## config.mk

```make
export PLATFORM = sky130hd
export DESIGN_NAME = ir_pulse_distance_transmitter_unit
export DESIGN_NICKNAME = d
export VERILOG_FILES = /design/src/rtl/core/irpdt_pkg.sv /design/src/rtl/core/ir_pulse_distance_transmitter_unit.sv /design/src/rtl/core/irpdt_regs.sv /design/src/rtl/core/irpdt_front.sv /design/src/rtl/core/irpdt_queue.sv /design/src/rtl/core/irpdt_back.sv
export SDC_FILE = /design/constraint.sdc
export NUM_CORES = 1
export LEC_CHECK = 0
export BUFFER_PORTS_ARGS = -buffer_cell sky130_fd_sc_hd__buf_2
export CAP_MARGIN = 25
export CORE_ASPECT_RATIO = 2
export CORE_MARGIN = 2
export CORE_UTILIZATION = 29
export CTS_CLUSTER_SIZE = 16
export DETAILED_ROUTE_END_ITERATION = 10
export GPL_TIMING_DRIVEN = 0
export SLEW_MARGIN = 20
export SYNTH_ARGS = -nofsm -noshare
export SYNTH_HDL_FRONTEND = slang
export SYNTH_SLANG_ARGS = --single-unit
```

## constraint.sdc

```tcl
create_clock -name clk -period 8.6 [get_ports clk]
set_clock_uncertainty 0.15 [all_clocks]
set_input_delay 1.29 -clock clk [delete_from_list [all_inputs] [get_ports clk]]
set_output_delay 1.29 -clock clk [all_outputs]
set_load 0.01 [all_outputs]
```

## src/rtl/core/irpdt_pkg.sv

```systemverilog
// ----------------------------------------------------------------------------
// irpdt_pkg
// Shared types and constants of the pulse-distance infrared transmitter.
// ----------------------------------------------------------------------------
package irpdt_pkg;

  localparam int unsigned CFG_INDEX_W = 3;
  localparam int unsigned MARK_W      = 10;
  localparam int unsigned SPACE_W     = 16;
  localparam int unsigned PERIOD_W    = 16;
  localparam int unsigned DATA_W      = 16;
  localparam int unsigned QUEUE_DEPTH = 2;

  localparam logic [PERIOD_W-1:0] MIN_PERIOD_Q8 = 16'd2560;

  localparam logic [PERIOD_W-1:0] RST_CARRIER_PERIOD = 16'd6733;
  localparam logic [MARK_W-1:0]   RST_START_MARK     = 10'd129;
  localparam logic [MARK_W-1:0]   RST_BIT_MARK       = 10'd18;
  localparam logic [SPACE_W-1:0]  RST_START_SPACE    = 16'd1736;
  localparam logic [SPACE_W-1:0]  RST_ONE_SPACE      = 16'd1210;
  localparam logic [SPACE_W-1:0]  RST_ZERO_SPACE     = 16'd395;
  localparam logic [SPACE_W-1:0]  RST_END_SPACE      = 16'd13992;

  localparam logic CMD_TICK   = 1'b0;
  localparam logic CMD_SYMBOL = 1'b1;

  typedef enum logic [CFG_INDEX_W-1:0] {
    REG_CARRIER_PERIOD = 3'd0,
    REG_START_MARK     = 3'd1,
    REG_BIT_MARK       = 3'd2,
    REG_START_SPACE    = 3'd3,
    REG_ONE_SPACE      = 3'd4,
    REG_ZERO_SPACE     = 3'd5,
    REG_END_SPACE      = 3'd6
  } reg_index_t;

  typedef enum logic [1:0] {
    SYM_START = 2'd0,
    SYM_ONE   = 2'd1,
    SYM_ZERO  = 2'd2,
    SYM_END   = 2'd3
  } symbol_t;

  typedef enum logic [1:0] {
    MODE_IDLE  = 2'd0,
    MODE_MARK  = 2'd1,
    MODE_SPACE = 2'd2
  } tx_mode_t;

  typedef struct packed {
    logic       command;
    logic [1:0] symbol;
  } item_t;

  typedef struct packed {
    logic ir_level;
    logic busy_res;
    logic rejected;
  } result_t;

  typedef struct packed {
    logic [PERIOD_W-1:0] carrier_period_q8;
    logic [MARK_W-1:0]   start_mark_cycles;
    logic [MARK_W-1:0]   bit_mark_cycles;
    logic [SPACE_W-1:0]  start_space_us;
    logic [SPACE_W-1:0]  one_space_us;
    logic [SPACE_W-1:0]  zero_space_us;
    logic [SPACE_W-1:0]  end_space_us;
  } cfg_t;

  // One classified word on its way from front to back.
  typedef struct packed {
    logic               is_symbol;
    logic [MARK_W-1:0]  marks;
    logic [SPACE_W-1:0] space;
  } qentry_t;

endpackage

```

## src/rtl/core/ir_pulse_distance_transmitter_unit.sv

```systemverilog
// ----------------------------------------------------------------------------
// ir_pulse_distance_transmitter_unit
// Pulse-distance infrared transmitter with a decoupled front and back.
// ----------------------------------------------------------------------------
// Usage:
//   item channel: each word is a one-microsecond tick (command 0) or a symbol
//   (command 1; start, one, zero, end). A symbol sends a carrier mark of the
//   configured cycle count, then a silent space of the configured length.
//   res channel: exactly one word per item, in order: emitter level, busy and
//   a rejected flag for a symbol offered while a mark or space still runs.
//   cfg channel: register writes by index, always ready; write only while
//   the block has no word in flight.
// Timing: an accepted item enters the two-entry queue on its accepting edge
//   and its result is registered when the back pops it from the queue. One
//   item per cycle is sustained while res_stall is low; the back updates
//   the phase accumulator and counters once per word.
// Stall: a stalled result holds in the output register; the back stops
//   popping, the queue fills, and item_stall rises once both slots are taken.
// Reset: returns all configuration registers to their defaults, empties the
//   queue and leaves the transmitter idle with no result valid.
// ----------------------------------------------------------------------------
module ir_pulse_distance_transmitter_unit #(
  parameter int unsigned PHASE_FRAC_BITS = 8
) (
  input  logic                               clk,
  input  logic                               rst,
  input  irpdt_pkg::item_t                   item,
  input  logic                               item_valid,
  output logic                               item_stall,
  output irpdt_pkg::result_t                 res,
  output logic                               res_valid,
  input  logic                               res_stall,
  input  logic                               cfg_valid,
  output logic                               cfg_ready,
  input  logic [irpdt_pkg::CFG_INDEX_W-1:0]  cfg_index,
  input  logic [irpdt_pkg::DATA_W-1:0]       cfg_data
);
  import irpdt_pkg::*;

  cfg_t    cfg;
  logic    q_full;
  logic    q_push;
  qentry_t q_entry;
  logic    q_pop;
  logic    q_valid;
  qentry_t q_head;

  // Hold the software-set timing.
  irpdt_regs u_regs (
    .clk       (clk),
    .rst       (rst),
    .cfg_valid (cfg_valid),
    .cfg_ready (cfg_ready),
    .cfg_index (cfg_index),
    .cfg_data  (cfg_data),
    .cfg       (cfg)
  );

  // Classify each word and look up its mark and space.
  irpdt_front u_front (
    .item       (item),
    .item_valid (item_valid),
    .item_stall (item_stall),
    .cfg        (cfg),
    .q_full     (q_full),
    .q_push     (q_push),
    .q_entry    (q_entry)
  );

  // Decouple front from back so either side can stall alone.
  irpdt_queue u_queue (
    .clk        (clk),
    .rst        (rst),
    .push       (q_push),
    .push_entry (q_entry),
    .full       (q_full),
    .pop        (q_pop),
    .head_valid (q_valid),
    .head       (q_head)
  );

  // Advance marks and spaces, one word per cycle while the result is not stalled.
  irpdt_back #(
    .PHASE_FRAC_BITS (PHASE_FRAC_BITS)
  ) u_back (
    .clk       (clk),
    .rst       (rst),
    .cfg       (cfg),
    .q_valid   (q_valid),
    .q_head    (q_head),
    .q_pop     (q_pop),
    .res       (res),
    .res_valid (res_valid),
    .res_stall (res_stall)
  );

endmodule

```

## src/rtl/core/irpdt_regs.sv

```systemverilog
// ----------------------------------------------------------------------------
// irpdt_regs
// Configuration register file, written one register per handshake.
// ----------------------------------------------------------------------------
module irpdt_regs (
  input  logic                               clk,
  input  logic                               rst,
  input  logic                               cfg_valid,
  output logic                               cfg_ready,
  input  logic [irpdt_pkg::CFG_INDEX_W-1:0]  cfg_index,
  input  logic [irpdt_pkg::DATA_W-1:0]       cfg_data,
  output irpdt_pkg::cfg_t                    cfg
);
  import irpdt_pkg::*;

  assign cfg_ready = 1'b1;

  always_ff @(posedge clk) begin
    if (rst) begin
      cfg.carrier_period_q8 <= RST_CARRIER_PERIOD;
      cfg.start_mark_cycles <= RST_START_MARK;
      cfg.bit_mark_cycles   <= RST_BIT_MARK;
      cfg.start_space_us    <= RST_START_SPACE;
      cfg.one_space_us      <= RST_ONE_SPACE;
      cfg.zero_space_us     <= RST_ZERO_SPACE;
      cfg.end_space_us      <= RST_END_SPACE;
    end else if (cfg_valid && cfg_ready) begin
      unique case (reg_index_t'(cfg_index))
        REG_CARRIER_PERIOD: cfg.carrier_period_q8 <= cfg_data;
        REG_START_MARK:     cfg.start_mark_cycles <= cfg_data[MARK_W-1:0];
        REG_BIT_MARK:       cfg.bit_mark_cycles   <= cfg_data[MARK_W-1:0];
        REG_START_SPACE:    cfg.start_space_us    <= cfg_data;
        REG_ONE_SPACE:      cfg.one_space_us      <= cfg_data;
        REG_ZERO_SPACE:     cfg.zero_space_us     <= cfg_data;
        REG_END_SPACE:      cfg.end_space_us      <= cfg_data;
        default: ;
      endcase
    end
  end

endmodule

```

## src/rtl/core/irpdt_front.sv

```systemverilog
// ----------------------------------------------------------------------------
// irpdt_front
// Accept words and classify them: tick or symbol with its mark and space.
// ----------------------------------------------------------------------------
module irpdt_front (
  input  irpdt_pkg::item_t   item,
  input  logic               item_valid,
  output logic               item_stall,
  input  irpdt_pkg::cfg_t    cfg,
  input  logic               q_full,
  output logic               q_push,
  output irpdt_pkg::qentry_t q_entry
);
  import irpdt_pkg::*;

  assign item_stall = q_full;
  assign q_push     = item_valid && !q_full;

  always_comb begin
    q_entry.is_symbol = (item.command == CMD_SYMBOL);
    q_entry.marks     = '0;
    q_entry.space     = '0;
    if (item.command == CMD_SYMBOL) begin
      unique case (symbol_t'(item.symbol))
        SYM_START: begin
          q_entry.marks = cfg.start_mark_cycles;
          q_entry.space = cfg.start_space_us;
        end
        SYM_ONE: begin
          q_entry.marks = cfg.bit_mark_cycles;
          q_entry.space = cfg.one_space_us;
        end
        SYM_ZERO: begin
          q_entry.marks = cfg.bit_mark_cycles;
          q_entry.space = cfg.zero_space_us;
        end
        SYM_END: begin
          q_entry.marks = cfg.bit_mark_cycles;
          q_entry.space = cfg.end_space_us;
        end
        default: ;
      endcase
    end
  end

endmodule

```

## src/rtl/core/irpdt_queue.sv

```systemverilog
// ----------------------------------------------------------------------------
// irpdt_queue
// Short first-in first-out queue between front and back.
// ----------------------------------------------------------------------------
module irpdt_queue (
  input  logic               clk,
  input  logic               rst,
  input  logic               push,
  input  irpdt_pkg::qentry_t push_entry,
  output logic               full,
  input  logic               pop,
  output logic               head_valid,
  output irpdt_pkg::qentry_t head
);
  import irpdt_pkg::*;

  localparam int unsigned PTR_W = $clog2(QUEUE_DEPTH);
  localparam int unsigned CNT_W = $clog2(QUEUE_DEPTH + 1);

  qentry_t          slots [QUEUE_DEPTH];
  logic [PTR_W-1:0] wr_ptr;
  logic [PTR_W-1:0] rd_ptr;
  logic [CNT_W-1:0] count;

  assign full       = (count == CNT_W'(QUEUE_DEPTH));
  assign head_valid = (count != '0);
  assign head       = slots[rd_ptr];

  always_ff @(posedge clk) begin
    if (push) begin
      slots[wr_ptr] <= push_entry;
    end
  end

  always_ff @(posedge clk) begin
    if (rst) begin
      wr_ptr <= '0;
      rd_ptr <= '0;
      count  <= '0;
    end else begin
      if (push) begin
        wr_ptr <= (wr_ptr == PTR_W'(QUEUE_DEPTH - 1)) ? '0 : wr_ptr + 1'b1;
      end
      if (pop) begin
        rd_ptr <= (rd_ptr == PTR_W'(QUEUE_DEPTH - 1)) ? '0 : rd_ptr + 1'b1;
      end
      if (push && !pop) begin
        count <= count + 1'b1;
      end else if (pop && !push) begin
        count <= count - 1'b1;
      end
    end
  end

endmodule

```

## src/rtl/core/irpdt_back.sv

```systemverilog
// ----------------------------------------------------------------------------
// irpdt_back
// Run marks and spaces: phase accumulator, counters and the result register.
// ----------------------------------------------------------------------------
module irpdt_back #(
  parameter int unsigned PHASE_FRAC_BITS = 8
) (
  input  logic               clk,
  input  logic               rst,
  input  irpdt_pkg::cfg_t    cfg,
  input  logic               q_valid,
  input  irpdt_pkg::qentry_t q_head,
  output logic               q_pop,
  output irpdt_pkg::result_t res,
  output logic               res_valid,
  input  logic               res_stall
);
  import irpdt_pkg::*;

  localparam int unsigned PQ_W = PHASE_FRAC_BITS + 8;
  localparam int unsigned PA_W = PHASE_FRAC_BITS + 9;
  localparam logic [PA_W-1:0] PHASE_ONE  = PA_W'(1) << PHASE_FRAC_BITS;
  localparam logic [PA_W-1:0] PHASE_HALF = PA_W'(1) << (PHASE_FRAC_BITS - 1);

  tx_mode_t           tx_mode, tx_mode_next;
  logic [PA_W-1:0]    phase_acc, phase_acc_next;
  logic [MARK_W-1:0]  marks_left, marks_left_next;
  logic [SPACE_W-1:0] space_left, space_left_next;
  logic [SPACE_W-1:0] pending_space, pending_space_next;
  result_t            res_next;

  logic [PERIOD_W-1:0]          period_clamped;
  logic [PERIOD_W+PHASE_FRAC_BITS-1:0] period_wide;
  logic [PQ_W-1:0]              period_q;
  logic [PA_W-1:0]              phase_sum;
  logic                         busy;
  logic                         accept_sym;
  logic                         wrap;
  logic [MARK_W-1:0]            marks_dec;
  logic [SPACE_W-1:0]           space_dec;

  assign q_pop = q_valid && (!res_valid || !res_stall);

  // Period in accumulator units, clamped to the shortest legal carrier.
  assign period_clamped = (cfg.carrier_period_q8 < MIN_PERIOD_Q8) ? MIN_PERIOD_Q8
                                                                 : cfg.carrier_period_q8;
  assign period_wide = {period_clamped, {PHASE_FRAC_BITS{1'b0}}};
  assign period_q    = period_wide[PERIOD_W+PHASE_FRAC_BITS-1:8];

  assign busy       = (tx_mode == MODE_MARK) || (tx_mode == MODE_SPACE);
  assign accept_sym = q_head.is_symbol && !busy;
  assign phase_sum  = phase_acc + PHASE_ONE;
  assign wrap       = (phase_sum >= {1'b0, period_q});
  assign marks_dec  = marks_left - 1'b1;
  assign space_dec  = space_left - 1'b1;

  // Next mode.
  always_comb begin
    tx_mode_next = tx_mode;
    if (q_head.is_symbol) begin
      if (accept_sym) begin
        if (q_head.marks != '0) begin
          tx_mode_next = MODE_MARK;
        end else begin
          tx_mode_next = (q_head.space == '0) ? MODE_IDLE : MODE_SPACE;
        end
      end
    end else begin
      unique case (tx_mode)
        MODE_MARK: begin
          if (wrap && marks_dec == '0) begin
            tx_mode_next = (pending_space == '0) ? MODE_IDLE : MODE_SPACE;
          end
        end
        MODE_SPACE: begin
          if (space_dec == '0) begin
            tx_mode_next = MODE_IDLE;
          end
        end
        default: tx_mode_next = tx_mode;
      endcase
    end
  end

  // Datapath next values.
  always_comb begin
    phase_acc_next     = phase_acc;
    marks_left_next    = marks_left;
    space_left_next    = space_left;
    pending_space_next = pending_space;
    if (q_head.is_symbol) begin
      if (accept_sym) begin
        marks_left_next    = q_head.marks;
        pending_space_next = q_head.space;
        phase_acc_next     = PHASE_HALF;
        if (q_head.marks == '0) begin
          space_left_next = q_head.space;
        end
      end
    end else if (tx_mode == MODE_MARK) begin
      if (wrap) begin
        phase_acc_next  = phase_sum - {1'b0, period_q};
        marks_left_next = marks_dec;
        if (marks_dec == '0) begin
          space_left_next = pending_space;
        end
      end else begin
        phase_acc_next = phase_sum;
      end
    end else if (tx_mode == MODE_SPACE) begin
      space_left_next = space_dec;
    end
  end

  // Result of this word, seen from the state it leaves behind.
  always_comb begin
    res_next.ir_level = (tx_mode_next == MODE_MARK) &&
                        ({phase_acc_next, 1'b0} < {2'b00, period_q});
    res_next.busy_res = (tx_mode_next == MODE_MARK) || (tx_mode_next == MODE_SPACE);
    res_next.rejected = q_head.is_symbol && busy;
  end

  always_ff @(posedge clk) begin
    if (rst) begin
      tx_mode       <= MODE_IDLE;
      phase_acc     <= '0;
      marks_left    <= '0;
      space_left    <= '0;
      pending_space <= '0;
      res_valid     <= 1'b0;
    end else if (q_pop) begin
      tx_mode       <= tx_mode_next;
      phase_acc     <= phase_acc_next;
      marks_left    <= marks_left_next;
      space_left    <= space_left_next;
      pending_space <= pending_space_next;
      res_valid     <= 1'b1;
    end else if (res_valid && !res_stall) begin
      res_valid <= 1'b0;
    end
  end

  always_ff @(posedge clk) begin
    if (q_pop) begin
      res <= res_next;
    end
  end

endmodule

```

==> impl_metrics.toml, run 1 <==
[setup_path]
crit_type = "flip-flop to flip-flop"
cp_max_fo = 10
cp-start-kind = "flip-flop"
r2r_slack_ns = 2.38
rr_worst_depth = 20
crit_required_ns = 8.84
cp_data_arrival_time_ns = 6.46
timing.rr.start = "u_regs.cfg[99]"
r2r_end = "u_back.res[2]"
end_kind = "flip-flop"

[synthesis]
yosys.area.top_type = "dfxtp_1"
ys.flop_type = "dfxtp_1"
seq_area_frac_synth_pct = 43.86
yosys-top-cells-area = "dfxtp_1 29%, edfxtp_1 15%, nand2_1 9.4%"
synth_seq_cells = 224
syn_area_sq_um = 11530
synthArstFlopShare_pct = 0
synth_cells = 1338
synth_common_cells = "289 x nand2_1, 167 x dfxtp_1, 106 x a21oi_1"
syn-num-nets = 1406
yosysWarnings = 0
syn_area_per_cell_sq_um = 8.614
synth-edff-count = 57
synth_most_common_cell = "nand2_1"
synthDistinctLibCells = 75
yosys.area.top_type_share_pct = 29.01

[cts]
clkSinkCount = 224
insertion_delay_ns = 0.52
cts-root-buf = "clkbuf_16"
ctsResizeCount = 0
h-tree-depth = 1
cts_tree = "built"
cts_hold_buffers = 0
numCtsBuffers = 20
cts_buffer_depth = 3
clk_pin_slew_ns = 0.07
cts_setup_buffers = 0

[drt]
drt_pass1_iterations = 5
wirelength_um = 36890
drcViolationCount = 0
drt_iter0_markers = 500
post_drt_wl_per_cell_um = 19.12
via_per_inst = 5.225
postRouteAntennaNets = 0
vias = 10080

[global_routing]
grt_max_degree = 28
overflow = 0
use_met2_pct = 33.61
use_met1_pct = 15.36
busiest_layer = "met2"
grt_pass1_vias = 10280
grt_usage_pct = 17.48
antenna_found_initial = 0
grt_pass1_wl_um = 56650
gr-usage-met3_pct = 1.388

[layout]
drive_above_1_share_pct = 8.120
final-seq-area_sq_um = 5055
stdcell_count = 1929
multi_input_area_sq_um = 6083
antenna_cells = 0
fillers = 4100
nets = 1458
syn_to_final_growth_pct = 13.29

[worst_hold_path]
whs_path_depth = 2
hp-start = "u_regs.cfg[82]"
min_to = "u_regs.cfg[82]"
hold_class = "flip-flop to flip-flop"

[sta]
hold_viol = 0
period_share_pct = 72.36
period_needed_ns = 6.223
drv_slew = 0
setup_tns_ns = 0
setup_viol = 0
rsz0062_at_grt = "false"
relSlewSlack_pct = 31.33
fmax_ghz = 0.1607
worst_pin_slew_ns = 1.022

[placement]
place_congestion = 0.9026
portBuffers = 27
dp_cells = 1892
dp_hpwl_um = 28890

[power]
power_density_nw_per_um2 = 292.0
leakage_uw = 0.004824
irDropWorstVdd_mv = 0.1383

[die]
die_width_um = 145.0
core_area_sq_um = 39310
initial_utilization_pct = 29.32
dieArea_sq_um = 41450
dieHeight_um = 285.9
row_count = 103
pin_count = 33

[status]
status = "completed"

[run]
cap_viol_max_count = 0
worst max-delay path by stage:
stage,from,endpoint,slack [ns],cells after the start
3_5_place_dp,u_regs.cfg[99],u_back.res[2],2.39,20
5_1_grt,u_regs.cfg[99],u_back.res[2],1.88,20
3_3_place_gp,u_regs.cfg[99],u_back.res[2],2.04,20
4_1_cts,u_regs.cfg[99],u_back.res[2],2.36,20
6_report,u_regs.cfg[99],u_back.res[2],2.38,20
2_1_floorplan,u_regs.cfg[99],u_back.res[2],3.63,20
state kept, by name, indices dropped and copies added, names as in the netlist, 2 cells and up, named ones only:
register and flops:
u_queue.slots 54, u_back.res 3, u_regs.cfg 100, u_back.space_left 16, u_back.tx_mode 2, u_back.marks_left 10
u_back.pending_space 16, u_back.phase_acc 17, u_queue.count 2
worst max-delay path, stage by stage (launching register included):
cell	delay (ns)
dfxtp_1	0.33
nor4_1	0.53
nand2_1	0.14
clkbuf_1	0.23
nand2_1	0.17
ha_1	0.30
a21o_1	0.21
a21oi_1	0.32
nand3_1	0.22
a311o_1	0.45
o31ai_2	0.69
clkbuf_1	0.40
o21ai_0	0.19
ha_1	0.32
a21o_1	0.16
a21o_1	0.17
a211oi_1	0.23
a21oi_1	0.10
o31a_1	0.30
o21ai_0	0.26
and4_1	0.22
placed cells by master, fill, tap and decap left out, drive strengths merged, types with 4 or more instances in the layout:
cell type,count
a211oi,28
a21boi,12
a21o,11
a21oi,106
a311oi,4
a31oi,6
a32o,4
and2,22
and3,8
buf,36
bufinv,4
clkbuf,95
clkinv,6
clkinvlp,4
dfxtp,167
edfxtp,57
ha,40
inv,26
mux2,16
mux2i,22
mux4,16
nand2,289
nand2b,10
nand3,64
nand4,9
nor2,100
nor2b,6
nor3,30
nor4,16
nor4b,4
o211ai,16
o21a,5
o21ai,60
o31ai,7
or2,5
or3,6
or4,6
xnor2,17
xor2,19
power by group:
part           total [uW]  internal, uW  leakage [uW]  switching [uW]
registers            1360          1250       0.00191             111
clock network         971           553      0.000325             419
logic                1480           543       0.00259             939
total                3810          2340       0.00482            1470
metrics by stage:
stage / hold WS, ns / worst slack [ns] / total power [uW] / util [%] / instance area, sq um
2_1_floorplan: 0.2831 / 3.633 / 2399 / - / 11530
3_3_place_gp: 0.2884 / 2.036 / 2811 / 31.34 / 12320
3_5_place_dp: 0.2969 / 2.385 / 2844 / 31.44 / 12360
4_1_cts: 0.3069 / 2.359 / 3822 / 33.21 / 13050
5_1_grt: 0.3208 / 1.882 / 4026 / 33.22 / 13060
6_report: 0.3071 / 2.377 / 3813 / 33.22 / 13060
metal layers:
metal	vias to the layer above	routed length, um
met1	4729	12050
met5	-	0
met4	0	4068
met3	158	1144
li1	4866	-
met2	326	19620
final cells by class:
type / instances / area share (%)
multi-input cells: 1009 / 46.59
flip-flops and latches: 224 / 38.71
well taps: 525 / 5.031
clock buffers: 23 / 3.919
plain buffers: 78 / 2.309
clock inverters: 13 / 1.399
repair buffers: 30 / 1.265
inverters: 27 / 0.7762
logic make-up after synthesis:
kind of cell,Yosys count,synth area share [%]
buf+inv,105,3.495
compound gates,293,16.08
simple gates,584,22.69
mux,54,6.600
xor+xnor,36,2.736
other cells,1,0.03253
flops,224,43.86
fa+ha+maj,41,4.516
No activity file was read; power rests on OpenSTA's default activity.
==> inputs of run 2 (changes only) <==
clock period = 5.9 ns   (was 8.6 ns; I/O delays follow)
==> run 2 against run 1 <==
Worst hold slack barely moved. Count of clock-buffer cells in the layout unchanged. Setup slack worse by 2.0 ns. Register-to-register slack got worse by 2.0 ns. Global-route usage hardly changed. Sequential power grew 46%. Final cell count about the same. Fmax is 12% higher. Critical path depth shrank 2. Design area rose by 0.41%. Highest routed layer unchanged.
==> impl_metrics.toml, run 2 (synthesis results as in run 1) <==
[status]
status = "completed"

[die]
dieArea_sq_um = 41450
dieHeight_um = 285.9
core_area_sq_um = 39310
row_count = 103
initial_utilization_pct = 29.32
die_width_um = 145.0
pin_count = 33

[cts]
cts_buffer_depth = 3
clk_pin_slew_ns = 0.08
cts-root-buf = "clkbuf_16"
cts_tree = "built"
insertion_delay_ns = 0.52
h-tree-depth = 1
clkSinkCount = 224
numCtsBuffers = 20

[sta]
fmax_ghz = 0.1807
hold_viol = 0
period_needed_ns = 5.535
worst_hold_slack_ns = 0.3067
drv_slew = 0
setup_viol = 0
rsz0062_at_grt = "false"
period_share_pct = 93.82
worst_pin_slew_ns = 1.076
fin_ws_ns = 0.3647
relSlewSlack_pct = 27.74

[layout]
largest-register = "u_regs.cfg"
nets = 1459
fin_area_sq_um = 13110
final_cell_mix = "289 x nand2_1, 167 x dfxtp_1, 106 x a21oi_1"
final_common_cell = "nand2_1"
stdcell_count = 1930
drive_above_1_share_pct = 8.541
fillers = 4098
antenna_cells = 0
largest_reg_flops = 100
syn_to_final_growth_pct = 13.75
largest_registers = "u_regs.cfg x100, u_queue.slots x54, u_back.phase_acc x17"

[power]
swShare_pct = 38.61
irDropWorstVdd_mv = 0.2015
power_uw = 5574
power_frac_seq_pct = 35.6
power_density_nw_per_um2 = 425.2
clkPwrFrac_pct = 25.4
internal-power_uw = 3422
p_sw_uw = 2152
leakage_uw = 0.004835
power_frac_comb_pct = 39.0

[placement]
dp_hpwl_um = 28890
dp_cells = 1892
place_congestion = 0.9026
portBuffers = 27
dp_slack_ns = -0.3147
dpl_cell_area_sq_um = 12360

[global_routing]
antenna_found_initial = 0
overflow = 0
grt_usage_pct = 17.48
grt_max_degree = 28
grt_pass1_vias = 10290
grt_pass1_wl_um = 56660

[setup_path]
cp_max_fo = 10
crit_required_ns = 6.14
crit_type = "flip-flop to flip-flop"
end_kind = "flip-flop"
cp_data_arrival_time_ns = 5.78
cp-start-kind = "flip-flop"

[drt]
drt_pass1_iterations = 5
wirelength_um = 37000
drt_iter0_markers = 529
post_drt_wl_per_cell_um = 19.17
vias = 10100
via_per_inst = 5.234
postRouteAntennaNets = 0
drcViolationCount = 0

[run]
cap_viol_max_count = 0

[worst_hold_path]
hold_class = "flip-flop to flip-flop"
run 2: metrics by stage:
stage / TNS [ns] / util, %
3_5_place_dp: -0.3147 / 31.44
3_3_place_gp: -0.6639 / 31.34
6_report: 0 / 33.36
2_1_floorplan: 0 / -
4_1_cts: 0 / 33.25
5_1_grt: 0 / 33.36
run 2: worst max-delay path, cell delays in order (launching register included):
cell and delay, ns:
dfxtp_1 0.36, nor4_4 0.35, nand2_1 0.11, clkbuf_1 0.22, nand2_1 0.17, ha_1 0.30, a21o_1 0.21, a21oi_1 0.32
nand3_1 0.22, a311o_1 0.49, nor3_1 0.90, nand3_1 0.16, o211ai_1 0.21, ha_1 0.29, nand4_1 0.09, a21oi_1 0.05
o31a_1 0.30, o21ai_0 0.28, and4_1 0.23
run 2: cell type report:
cell class              count  area, sq um  area share, %
plain buffers              78        304.0          2.319
well taps                 525        656.9          5.010
multi-input cells        1009         6127          46.73
inverters                  27        101.3         0.7730
repair buffers             31        172.7          1.317
clock buffers              23        511.7          3.903
clock inverters            13        182.7          1.393
flip-flops and latches    224         5055          38.55
run 2: metal layers:
metal | GRT usage [%] | up-vias | routed length [um]
li1 | - | 4864 | -
met1 | 15.37 | 4753 | 12190
met2 | 33.55 | 329 | 19650
met3 | 1.372 | 155 | 1096
met4 | 18.04 | 0 | 4069
met5 | 0 | - | 0
run 2: final timing paths:
kind | to | slack [ns] | from | cells past startpoint
worst max-delay path | u_back.res[2] | 0.36 | u_regs.cfg[99] | 18
worst min-delay path | u_regs.cfg[44] | 0.31 | u_regs.cfg[44] | 2
worst max register to register | u_back.res[2] | 0.36 | u_regs.cfg[99] | 18
worst min register to register | u_regs.cfg[44] | 0.31 | u_regs.cfg[44] | 2
run 2: what timing repair did:
item                                    CTS  global route
pin swaps                                 0             1
buffers inserted                          0             1
resized for setup                         3             8
cloned                                    0             0
hold buffers                              0             0
endpoints found under the setup margin    1             1
run 2: power groups by stage:
stage	registers, uW	logic (uW)	clock network, uW
floorplan	1970	1530	0
detailed placement	2010	2130	0
global route	2010	2380	1490
CTS	1980	2150	1450
global placement	2010	2090	0
finish	1980	2170	1420
